==> config.mk <==
export PLATFORM = sky130hd
export DESIGN_NAME = light_follow_steering
export DESIGN_NICKNAME = d
export VERILOG_FILES = /design/src/design/lfs_pkg.sv /design/src/design/lfs_front.sv /design/src/design/lfs_div_stage.sv /design/src/design/lfs_back.sv /design/src/design/light_follow_steering.sv
export SDC_FILE = /design/constraint.sdc
export NUM_CORES = 1
export LEC_CHECK = 0
export BUFFER_PORTS_ARGS = -buffer_cell sky130_fd_sc_hd__buf_4
export CORE_MARGIN = 1
export CORE_UTILIZATION = 55
export CTS_BUF_LIST = sky130_fd_sc_hd__clkbuf_8
export DETAILED_ROUTE_END_ITERATION = 10
export PLACE_DENSITY = 0.71
export RECOVER_POWER = 100
export SLEW_MARGIN = 20
export SYNTH_ARGS = -nofsm -noshare
export SYNTH_HDL_FRONTEND = slang
export SYNTH_SLANG_ARGS = --single-unit
==> constraint.sdc <==
create_clock -name i_clk -period 22.2 [get_ports i_clk]
set_input_delay 2.22 -clock i_clk [delete_from_list [all_inputs] [get_ports i_clk]]
set_output_delay 2.22 -clock i_clk [all_outputs]
set_load 0.02 [all_outputs]
==> src/design/lfs_pkg.sv <==
`default_nettype none
package lfs_pkg;

    typedef enum logic [2:0] {
        MODE_STOP        = 3'd0,
        MODE_STRAIGHT    = 3'd1,
        MODE_TURN_RIGHT  = 3'd2,
        MODE_TURN_LEFT   = 3'd3,
        MODE_PIVOT_RIGHT = 3'd4,
        MODE_PIVOT_LEFT  = 3'd5
    } t_mode;

    typedef enum logic {
        REG_AMBIENT_LEVEL = 1'b0,
        REG_LEFT_OFFSET   = 1'b1
    } t_reg_index;

    localparam int LIGHT_W  = 8;
    localparam int DUTY_W   = 7;
    localparam int SP_NUM_W = 14;   // (x - ambient) * 40 stays below 2^14
    localparam int TN_NUM_W = 13;   // diff * 20 stays below 2^13
    localparam int SP_QUO_W = 6;    // speed quotient is at most 40
    localparam int TN_QUO_W = 5;    // turn quotient is at most 20

    localparam logic [LIGHT_W-1:0] TOL_AMBIENT   = 8'd20;
    localparam logic [LIGHT_W-1:0] TOL_STRAIGHT  = 8'd10;
    localparam logic [LIGHT_W-1:0] LIGHT_MAX     = 8'hFF;
    localparam logic [DUTY_W-1:0]  DUTY_PIVOT    = 7'd50;
    localparam logic [DUTY_W-1:0]  DUTY_NORMAL   = 7'd30;
    localparam logic [DUTY_W-1:0]  STRAIGHT_TRIM = 7'd2;
    localparam logic [5:0]         SPEED_GAIN    = 6'd40;   // 70 - 30
    localparam logic [4:0]         TURN_GAIN     = 5'd20;   // 30 - 10

    // word carried through the divider stages
    typedef struct packed {
        t_mode                mode;
        logic [LIGHT_W-1:0]   span;
        logic [SP_NUM_W-1:0]  sp_rem;
        logic [TN_NUM_W-1:0]  tn_rem;
        logic [SP_QUO_W-1:0]  sp_quo;
        logic [TN_QUO_W-1:0]  tn_quo;
    } t_div_word;

endpackage
`default_nettype wire

==> src/design/lfs_front.sv <==
`default_nettype none
module lfs_front
    import lfs_pkg::*;
(
    input  wire logic                 i_clk,
    input  wire logic                 i_rst_n,
    input  wire logic [LIGHT_W-1:0]   i_ambient,
    input  wire logic [LIGHT_W-1:0]   i_offset,
    input  wire logic                 i_valid,
    output logic                      o_ready,
    input  wire logic [LIGHT_W-1:0]   i_right,
    input  wire logic [LIGHT_W-1:0]   i_left,
    output logic                      o_valid,
    input  wire logic                 i_ready,
    output t_div_word                 o_word
);

    typedef struct packed {
        t_mode              mode;
        logic [LIGHT_W-1:0] span;
        logic [LIGHT_W-1:0] xa;
        logic [LIGHT_W-1:0] diff;
    } t_decide_word;

    logic               w_ready_b;
    logic [LIGHT_W-1:0] w_lsum, w_rc, w_lc, w_diff, w_arg;
    logic               w_rb, w_straight, w_pivot, w_stop;
    t_decide_word       n_dec;
    t_decide_word       r_dec;
    logic               r_dec_valid;
    t_div_word          n_word;
    t_div_word          r_word;
    logic               r_word_valid;

    // stage a: offset, clamp, mode decision
    always_comb begin
        w_lsum     = i_left + i_offset;
        w_rc       = (i_right < i_ambient) ? i_ambient : i_right;
        w_lc       = (w_lsum < i_ambient) ? i_ambient : w_lsum;
        w_rb       = w_rc > w_lc;
        w_diff     = w_rb ? (w_rc - w_lc) : (w_lc - w_rc);
        w_straight = w_diff < TOL_STRAIGHT;
        w_pivot    = w_rb ? (w_lc <= i_ambient) : (w_rc <= i_ambient);
        w_stop     = ({1'b0, w_rc} < ({1'b0, i_ambient} + {1'b0, TOL_AMBIENT}))
                  && ({1'b0, w_lc} < ({1'b0, i_ambient} + {1'b0, TOL_AMBIENT}));
        priority if (w_stop) begin
            n_dec.mode = MODE_STOP;
        end else if (w_straight) begin
            n_dec.mode = MODE_STRAIGHT;
        end else if (w_rb && !w_pivot) begin
            n_dec.mode = MODE_TURN_RIGHT;
        end else if (!w_rb && !w_pivot) begin
            n_dec.mode = MODE_TURN_LEFT;
        end else if (w_rb) begin
            n_dec.mode = MODE_PIVOT_RIGHT;
        end else begin
            n_dec.mode = MODE_PIVOT_LEFT;
        end
        // only turn left drives from the left reading
        w_arg      = (n_dec.mode == MODE_TURN_LEFT) ? w_lc : w_rc;
        n_dec.xa   = w_arg - i_ambient;
        n_dec.diff = w_diff;
        n_dec.span = LIGHT_MAX - i_ambient;
    end

    assign o_ready = !r_dec_valid || w_ready_b;

    always_ff @(posedge i_clk) begin
        if (!i_rst_n) begin
            r_dec_valid <= 1'b0;
        end else if (o_ready) begin
            r_dec_valid <= i_valid;
        end
        if (o_ready && i_valid) begin
            r_dec <= n_dec;
        end
    end

    // stage b: scale numerators by constant gains
    always_comb begin
        n_word.mode   = r_dec.mode;
        n_word.span   = r_dec.span;
        n_word.sp_rem = SP_NUM_W'(r_dec.xa) * SP_NUM_W'(SPEED_GAIN);
        n_word.tn_rem = TN_NUM_W'(r_dec.diff) * TN_NUM_W'(TURN_GAIN);
        n_word.sp_quo = '0;
        n_word.tn_quo = '0;
    end

    assign w_ready_b = !r_word_valid || i_ready;

    always_ff @(posedge i_clk) begin
        if (!i_rst_n) begin
            r_word_valid <= 1'b0;
        end else if (w_ready_b) begin
            r_word_valid <= r_dec_valid;
        end
        if (w_ready_b && r_dec_valid) begin
            r_word <= n_word;
        end
    end

    assign o_valid = r_word_valid;
    assign o_word  = r_word;

endmodule
`default_nettype wire

==> src/design/lfs_div_stage.sv <==
`default_nettype none
module lfs_div_stage
    import lfs_pkg::*;
#(
    parameter int BIT = 0
) (
    input  wire logic      i_clk,
    input  wire logic      i_rst_n,
    input  wire logic      i_valid,
    output logic           o_ready,
    input  wire t_div_word i_word,
    output logic           o_valid,
    input  wire logic      i_ready,
    output t_div_word      o_word
);

    logic [SP_NUM_W:0]   w_sp_den;
    logic [SP_NUM_W:0]   w_sp_rem;
    logic [TN_NUM_W-1:0] w_tn_rem_nx;
    logic [TN_QUO_W-1:0] w_tn_quo_nx;
    t_div_word           n_word;
    t_div_word           r_word;
    logic                r_valid;

    // one restoring step per quotient bit, both divisions share the span
    always_comb begin
        w_sp_den = (SP_NUM_W + 1)'(i_word.span) << BIT;
        w_sp_rem = (SP_NUM_W + 1)'(i_word.sp_rem);
        n_word   = i_word;
        if (w_sp_rem >= w_sp_den) begin
            n_word.sp_rem      = SP_NUM_W'(w_sp_rem - w_sp_den);
            n_word.sp_quo[BIT] = 1'b1;
        end
        n_word.tn_rem = w_tn_rem_nx;
        n_word.tn_quo = w_tn_quo_nx;
    end

    generate
        if (BIT < TN_QUO_W) begin : g_turn
            logic [TN_NUM_W:0] w_tn_den;
            logic [TN_NUM_W:0] w_tn_rem;
            logic              w_tn_take;
            assign w_tn_den  = (TN_NUM_W + 1)'(i_word.span) << BIT;
            assign w_tn_rem  = (TN_NUM_W + 1)'(i_word.tn_rem);
            assign w_tn_take = w_tn_rem >= w_tn_den;
            always_comb begin
                w_tn_rem_nx      = w_tn_take ? TN_NUM_W'(w_tn_rem - w_tn_den)
                                             : i_word.tn_rem;
                w_tn_quo_nx      = i_word.tn_quo;
                w_tn_quo_nx[BIT] = w_tn_take;
            end
        end else begin : g_no_turn
            assign w_tn_rem_nx = i_word.tn_rem;
            assign w_tn_quo_nx = i_word.tn_quo;
        end
    endgenerate

    assign o_ready = !r_valid || i_ready;

    always_ff @(posedge i_clk) begin
        if (!i_rst_n) begin
            r_valid <= 1'b0;
        end else if (o_ready) begin
            r_valid <= i_valid;
        end
        if (o_ready && i_valid) begin
            r_word <= n_word;
        end
    end

    assign o_valid = r_valid;
    assign o_word  = r_word;

endmodule
`default_nettype wire

==> src/design/lfs_back.sv <==
`default_nettype none
module lfs_back
    import lfs_pkg::*;
(
    input  wire logic      i_clk,
    input  wire logic      i_rst_n,
    input  wire logic      i_valid,
    output logic           o_ready,
    input  wire t_div_word i_word,
    output logic           o_valid,
    input  wire logic      i_ready,
    output logic [23:0]    o_data
);

    logic [DUTY_W-1:0] w_speed, w_turn;
    logic [DUTY_W-1:0] n_ld, n_rd;
    logic              n_lrev, n_rrev;
    t_mode             r_mode;
    logic [DUTY_W-1:0] r_ld, r_rd;
    logic              r_lrev, r_rrev;
    logic              r_valid;

    always_comb begin
        w_speed = DUTY_W'(i_word.sp_quo) + DUTY_NORMAL;
        w_turn  = DUTY_NORMAL - DUTY_W'(i_word.tn_quo);
        n_ld    = '0;
        n_rd    = '0;
        n_lrev  = 1'b0;
        n_rrev  = 1'b0;
        unique case (i_word.mode)
            MODE_STRAIGHT: begin
                n_ld = w_speed;
                n_rd = w_speed + STRAIGHT_TRIM;
            end
            MODE_TURN_RIGHT: begin
                n_ld = w_speed;
                n_rd = w_turn;
            end
            MODE_TURN_LEFT: begin
                n_ld = w_turn;
                n_rd = w_speed;
            end
            MODE_PIVOT_RIGHT: begin
                n_ld   = DUTY_PIVOT;
                n_rd   = DUTY_PIVOT;
                n_rrev = 1'b1;
            end
            MODE_PIVOT_LEFT: begin
                n_ld   = DUTY_PIVOT;
                n_rd   = DUTY_PIVOT;
                n_lrev = 1'b1;
            end
            default: begin
            end
        endcase
    end

    assign o_ready = !r_valid || i_ready;

    always_ff @(posedge i_clk) begin
        if (!i_rst_n) begin
            r_valid <= 1'b0;
        end else if (o_ready) begin
            r_valid <= i_valid;
        end
        if (o_ready && i_valid) begin
            r_mode <= i_word.mode;
            r_ld   <= n_ld;
            r_rd   <= n_rd;
            r_lrev <= n_lrev;
            r_rrev <= n_rrev;
        end
    end

    assign o_valid = r_valid;
    assign o_data  = {5'b0, r_rrev, r_lrev, r_rd, r_ld, r_mode};

endmodule
`default_nettype wire

==> src/design/light_follow_steering.sv <==
// Steering decision for a light-following robot: each input word carries a right and a left
// light reading and yields one output word with the drive mode, both wheel duties and both
// reverse flags. An item enters every cycle unless backpressure holds the input; it passes two
// front stages for clamping, mode choice and gain scaling, six stages of a restoring divider
// that each yield one quotient bit of the speed term and, all but the first, of the turn term,
// and one output register. Backpressure on the output stalls only the stages that are full.
// Configuration writes take effect immediately and belong in idle periods: index 0 is the
// ambient level, index 1 the left offset; writes are always ready.
`default_nettype none
module light_follow_steering
    import lfs_pkg::*;
(
    input  wire logic        i_clk,
    input  wire logic        i_rst_n,
    input  wire logic        i_s_tvalid,
    output logic             o_s_tready,
    input  wire logic [15:0] i_s_tdata,    // right_light[7:0], left_light[15:8]
    output logic             o_m_tvalid,
    input  wire logic        i_m_tready,
    output logic [23:0]      o_m_tdata,    // drive_mode[2:0], left_duty[9:3], right_duty[16:10],
                                           // left_reverse[17], right_reverse[18], zero fill
    input  wire logic        i_cfg_valid,
    output logic             o_cfg_ready,
    input  wire logic        i_cfg_addr,
    input  wire logic [7:0]  i_cfg_data
);

    localparam int NUM_DIV = SP_QUO_W;

    logic [LIGHT_W-1:0] r_ambient;
    logic [LIGHT_W-1:0] r_offset;

    logic      w_valid [NUM_DIV+1];
    logic      w_ready [NUM_DIV+1];
    t_div_word w_word  [NUM_DIV+1];

    assign o_cfg_ready = 1'b1;

    always_ff @(posedge i_clk) begin
        if (!i_rst_n) begin
            r_ambient <= '0;
            r_offset  <= '0;
        end else if (i_cfg_valid) begin
            unique case (t_reg_index'(i_cfg_addr))
                REG_AMBIENT_LEVEL: r_ambient <= i_cfg_data;
                REG_LEFT_OFFSET:   r_offset  <= i_cfg_data;
                default: begin
                end
            endcase
        end
    end

    lfs_front u_front (
        .i_clk     (i_clk),
        .i_rst_n   (i_rst_n),
        .i_ambient (r_ambient),
        .i_offset  (r_offset),
        .i_valid   (i_s_tvalid),
        .o_ready   (o_s_tready),
        .i_right   (i_s_tdata[7:0]),
        .i_left    (i_s_tdata[15:8]),
        .o_valid   (w_valid[0]),
        .i_ready   (w_ready[0]),
        .o_word    (w_word[0])
    );

    // quotient bits from most significant down
    generate
        for (genvar g = 0; g < NUM_DIV; g++) begin : g_div
            lfs_div_stage #(
                .BIT (NUM_DIV - 1 - g)
            ) u_div (
                .i_clk   (i_clk),
                .i_rst_n (i_rst_n),
                .i_valid (w_valid[g]),
                .o_ready (w_ready[g]),
                .i_word  (w_word[g]),
                .o_valid (w_valid[g+1]),
                .i_ready (w_ready[g+1]),
                .o_word  (w_word[g+1])
            );
        end
    endgenerate

    lfs_back u_back (
        .i_clk   (i_clk),
        .i_rst_n (i_rst_n),
        .i_valid (w_valid[NUM_DIV]),
        .o_ready (w_ready[NUM_DIV]),
        .i_word  (w_word[NUM_DIV]),
        .o_valid (o_m_tvalid),
        .i_ready (i_m_tready),
        .o_data  (o_m_tdata)
    );

endmodule
`default_nettype wire

==> results list <==
- Crit path required time: between 20 and 25 ns
- In this run the post-CTS setup repair buffer count came out at 0.
- Before antenna repair, the detailed router went through 5 iterations.
- After detailed routing, the number of vias per cell comes to around 5.5.
* Transition at the pin with the smallest max-transition slack: approximately 4 ns
- After synthesis, the largest area contributor takes up roughly half of total cell area.
- The final critical path takes up between 50% and 60% of the cycle.
- Total global-route track usage: about 21%
* Sequential cell area: about 9100 um^2
* Cell Rows: between 60 and 70
* Setup repair after global routing missed its margin: no
- Remaining number of nets flagged by the antenna check after routing: 0
- The routed layout has 11461 vias.
- The multi-input combinational cells in the finished layout cover a total of approximately 8000 um^2.
- The tool flagged a number of max-cap violations equal to 7.
- Global placement routability congestion: between 0.9 and 1
- Peak VDD IR: approximately 0.045 mV
- Data arrives at the worst endpoint at between 10 and 15 ns.
- Min Tclk post-route: 11.46 ns
- The HPWL after detailed placement is ~26 mm.
- Input and output buffers added on the ports amount to 50.
* Maximum level of the CTS H-tree: 2
- Tightest slew margin relative to the limit: -177.2%
- The initial antenna violation count came to 0.
* Die area: between 30000 and 40000 um^2
- In the synthesized netlist the dominant register cell turns out to be sky130_fd_sc_hd__edfxtp_1.
- Final standard cell count with taps included and fillers excluded: approximately 2100
* Static power due to leakage: a little under 8 nW
- In this run the horizontal extent of the chip is between 150 and 200 um.
* Setup total negative slack: 0 ns
- The average instance in the mapped netlist occupies between 10 and 15 um^2.
- Vertical die dimension: roughly 180 um
* Inst Count DP: about 2000
- Slowest cell on crit path: sky130_fd_sc_hd__o21ai_0
- First-pass GRT wire length: 54.15 mm
- In this run the standard cell core region covers between 30000 and 40000 um^2.
- Number of enable-type register cells in the synthesized netlist: 287
- CTS Buf Count: 51
* Post-synthesis cell type count: 70
- Path type of the worst min-delay path: flip-flop to flip-flop
- Summed over all layers, the global routing overflow is 0.
- Boundary Pins: 57
- Clock tree from TritonCTS: yes
* Register bit total from synthesis: approximately 310
- Async S/R FF share, synth: 0%
- Net total in the final layout: 1877
- Status: finished, violations left
- Number of hold violations in the final report: 0
- Maximum clock frequency: between 80 and 90 MHz
- Total standard cell area after synthesis: between 15000 and 20000 um^2
- Counting along the longest clock path gives a buffer depth of 3.
- Synth warn: 0
- Share of the yosys chip area belonging to registers: between 50% and 60%
- Via count of the first global-routing pass: around 12000
- Hold buffers post-CTS: 0
- Number of pins with negative max-slew slack in the final report: 185
* Fill count: approximately 2600
- The synthesized design spends more area on one cell type than any other, namely sky130_fd_sc_hd__edfxtp_1.
* Drt wl/cell: 16.05 um
- Critical Path Start Type: primary input
- The repair_antennas step left the layout with diodes totalling 0.
* Number of remaining DRC errors: 0
- Maximum number of pins on one net before global-route repair: 46
- Critical Path Max Stage Delay: approximately 1.6 ns
- Between clock sinks in the finished design, the worst skew comes to just under 0.05 ns.
- Fraction of final layout cells sized beyond drive strength 1: roughly 6%
- The first routing iteration left 493 violations.
* Area Overhead vs Synth: 8.753%
- Clk pin slew, worst setup/hold paths: roughly 0.06 ns
- Crit end category: flip-flop
* Leading cell types by total area after synthesis: sky130_fd_sc_hd__edfxtp_1 (48%), sky130_fd_sc_hd__ha_1 (13%), sky130_fd_sc_hd__inv_1 (3.3%)
* Cell count after synthesis: 1569
* CP Max Fanout: 16
* Violated checks: max-capacitance violations, max-slew violations
* Resize count post-CTS: 0
- Commonest non-fill, non-tap cell in the layout: sky130_fd_sc_hd__edfxtp_1
- In the layout the commonest cells are sky130_fd_sc_hd__edfxtp_1 (287), sky130_fd_sc_hd__ha_1 (182), sky130_fd_sc_hd__inv_1 (177).
- Total wire length: about 34 mm
- The clock net in this run drives a total of ~310 sinks.
- Kind of critical path: primary input to flip-flop
* Total power per unit cell area: roughly 85 nW/um^2
- Clock tree root buffer cell: sky130_fd_sc_hd__clkbuf_8
* Effective utilization at floorplan: between 50% and 60%
* Setup-violating endpoint count in the final report: 0
* Latest clock arrival within the worst-skew pair: 0.58 ns
- The most numerous cell type found on the critical path is sky130_fd_sc_hd__a21oi_1.
sequential cells by signal, summed over array words and instances, names as in the netlist, 3 cells and up:
name	flops
u_front.o_word	33
u_front.r_dec	16
g_div.u_div.o_word	208
u_front.n_word	11
r_ambient	8
g_div.u_div.o_valid	6
u_back.r_ld	7
u_back.r_mode	3
r_offset	8
u_back.r_rd	7
path summary, 6_finish.rpt:
check,start,endpoint,slack (ns),cells past startpoint
max reg2reg,r_ambient[1],u_front.r_dec[15],11.92,29
min,g_div[4].u_div.o_word[6],g_div[5].u_div.o_word[6],0.42,0
min reg2reg,g_div[4].u_div.o_word[6],g_div[5].u_div.o_word[6],0.42,0
max,i_s_tdata[9],u_front.r_dec[15],10.74,32
power by group:
group | switching [W] | total, W | internal, W
combinational | 0.000250 | 0.000460 | 0.000210
sequential | 0.0000238 | 0.000744 | 0.000720
clock | 0.000215 | 0.000441 | 0.000226
total | 0.000489 | 0.00164 | 0.00116
metrics by stage:
| stage | setup slack, ns | util [%] | area, um^2 | hold WS [ns] | power (W) |
|---|---|---|---|---|---|
| 6_report | 10.74 | 61.07 | 19370 | 0.4152 | 0.001645 |
| 5_1_grt | 9.769 | 61.07 | 19370 | 0.4217 | 0.001749 |
| 4_1_cts | 12.78 | 61.66 | 19560 | 0.4137 | 0.001669 |
| 3_5_place_dp | 12.19 | 58.78 | 18640 | 0.4045 | 0.001223 |
| 3_3_place_gp | 12.30 | 58.78 | 18640 | 0.4009 | 0.001209 |
| 2_1_floorplan | 13.29 | - | 17830 | 0.4003 | 0.001120 |
worst max-delay path, delay by kind of cell:
family	cells	cell delay, ns
buf+inv	2	0.28
compound gates	16	4.45
mux	2	0.80
fa+ha+maj	4	1.37
xor+xnor	4	0.65
simple gates	4	2.00
layer usage:
metal / GRT usage [%] / share of wire, % / routed length, um / vias up
li1: - / - / - / 5844
met3: 2.728 / 2.4 / 808 / 87
met1: 21.09 / 39 / 13040 / 5349
met4: 9.849 / 4.5 / 1498 / 0
met2: 40.57 / 54 / 18190 / 181
met5: 0 / 0 / 0 / -
cells by family (layout without fill, tap and decap cells):
kind of cell | after synthesis | after routing | synth area share, %
AOI/OAI and AO/OA | 356 | 356 | 12.33
xor gates and xnor gates | 94 | 94 | 4.706
adders and majority gates | 197 | 197 | 14.47
buffers and inverters | 193 | 307 | 4.278
DFF | 312 | 312 | 51.19
muxes | 44 | 44 | 2.585
other | 2 | 6 | 0.04216
and+or+nand+nor | 371 | 371 | 10.40
area by class of cell:
class / instances / area share, %
clock buffers: 54 / 3.837
clock inverters: 36 / 0.8784
inverters: 158 / 3.062
multi-input cells: 1068 / 40.87
flip-flops and latches: 312 / 47.07
well taps: 402 / 2.597
repair buffers: 59 / 1.686
synthesized netlist by cell type (30+ instances only):
library cell               instances
sky130_fd_sc_hd__xnor2_1          57
sky130_fd_sc_hd__nand3_1          33
sky130_fd_sc_hd__o21ai_0          86
sky130_fd_sc_hd__a21oi_1         115
sky130_fd_sc_hd__xor2_1           35
sky130_fd_sc_hd__edfxtp_1        287
sky130_fd_sc_hd__nor2b_1          46
sky130_fd_sc_hd__mux2i_1          37
sky130_fd_sc_hd__ha_1            182
sky130_fd_sc_hd__inv_1           157
sky130_fd_sc_hd__nor2_1          106
sky130_fd_sc_hd__a21o_1           30
sky130_fd_sc_hd__nand2b_1         31
sky130_fd_sc_hd__nand2_1          80
No activity file was read; power rests on OpenSTA's default activity.
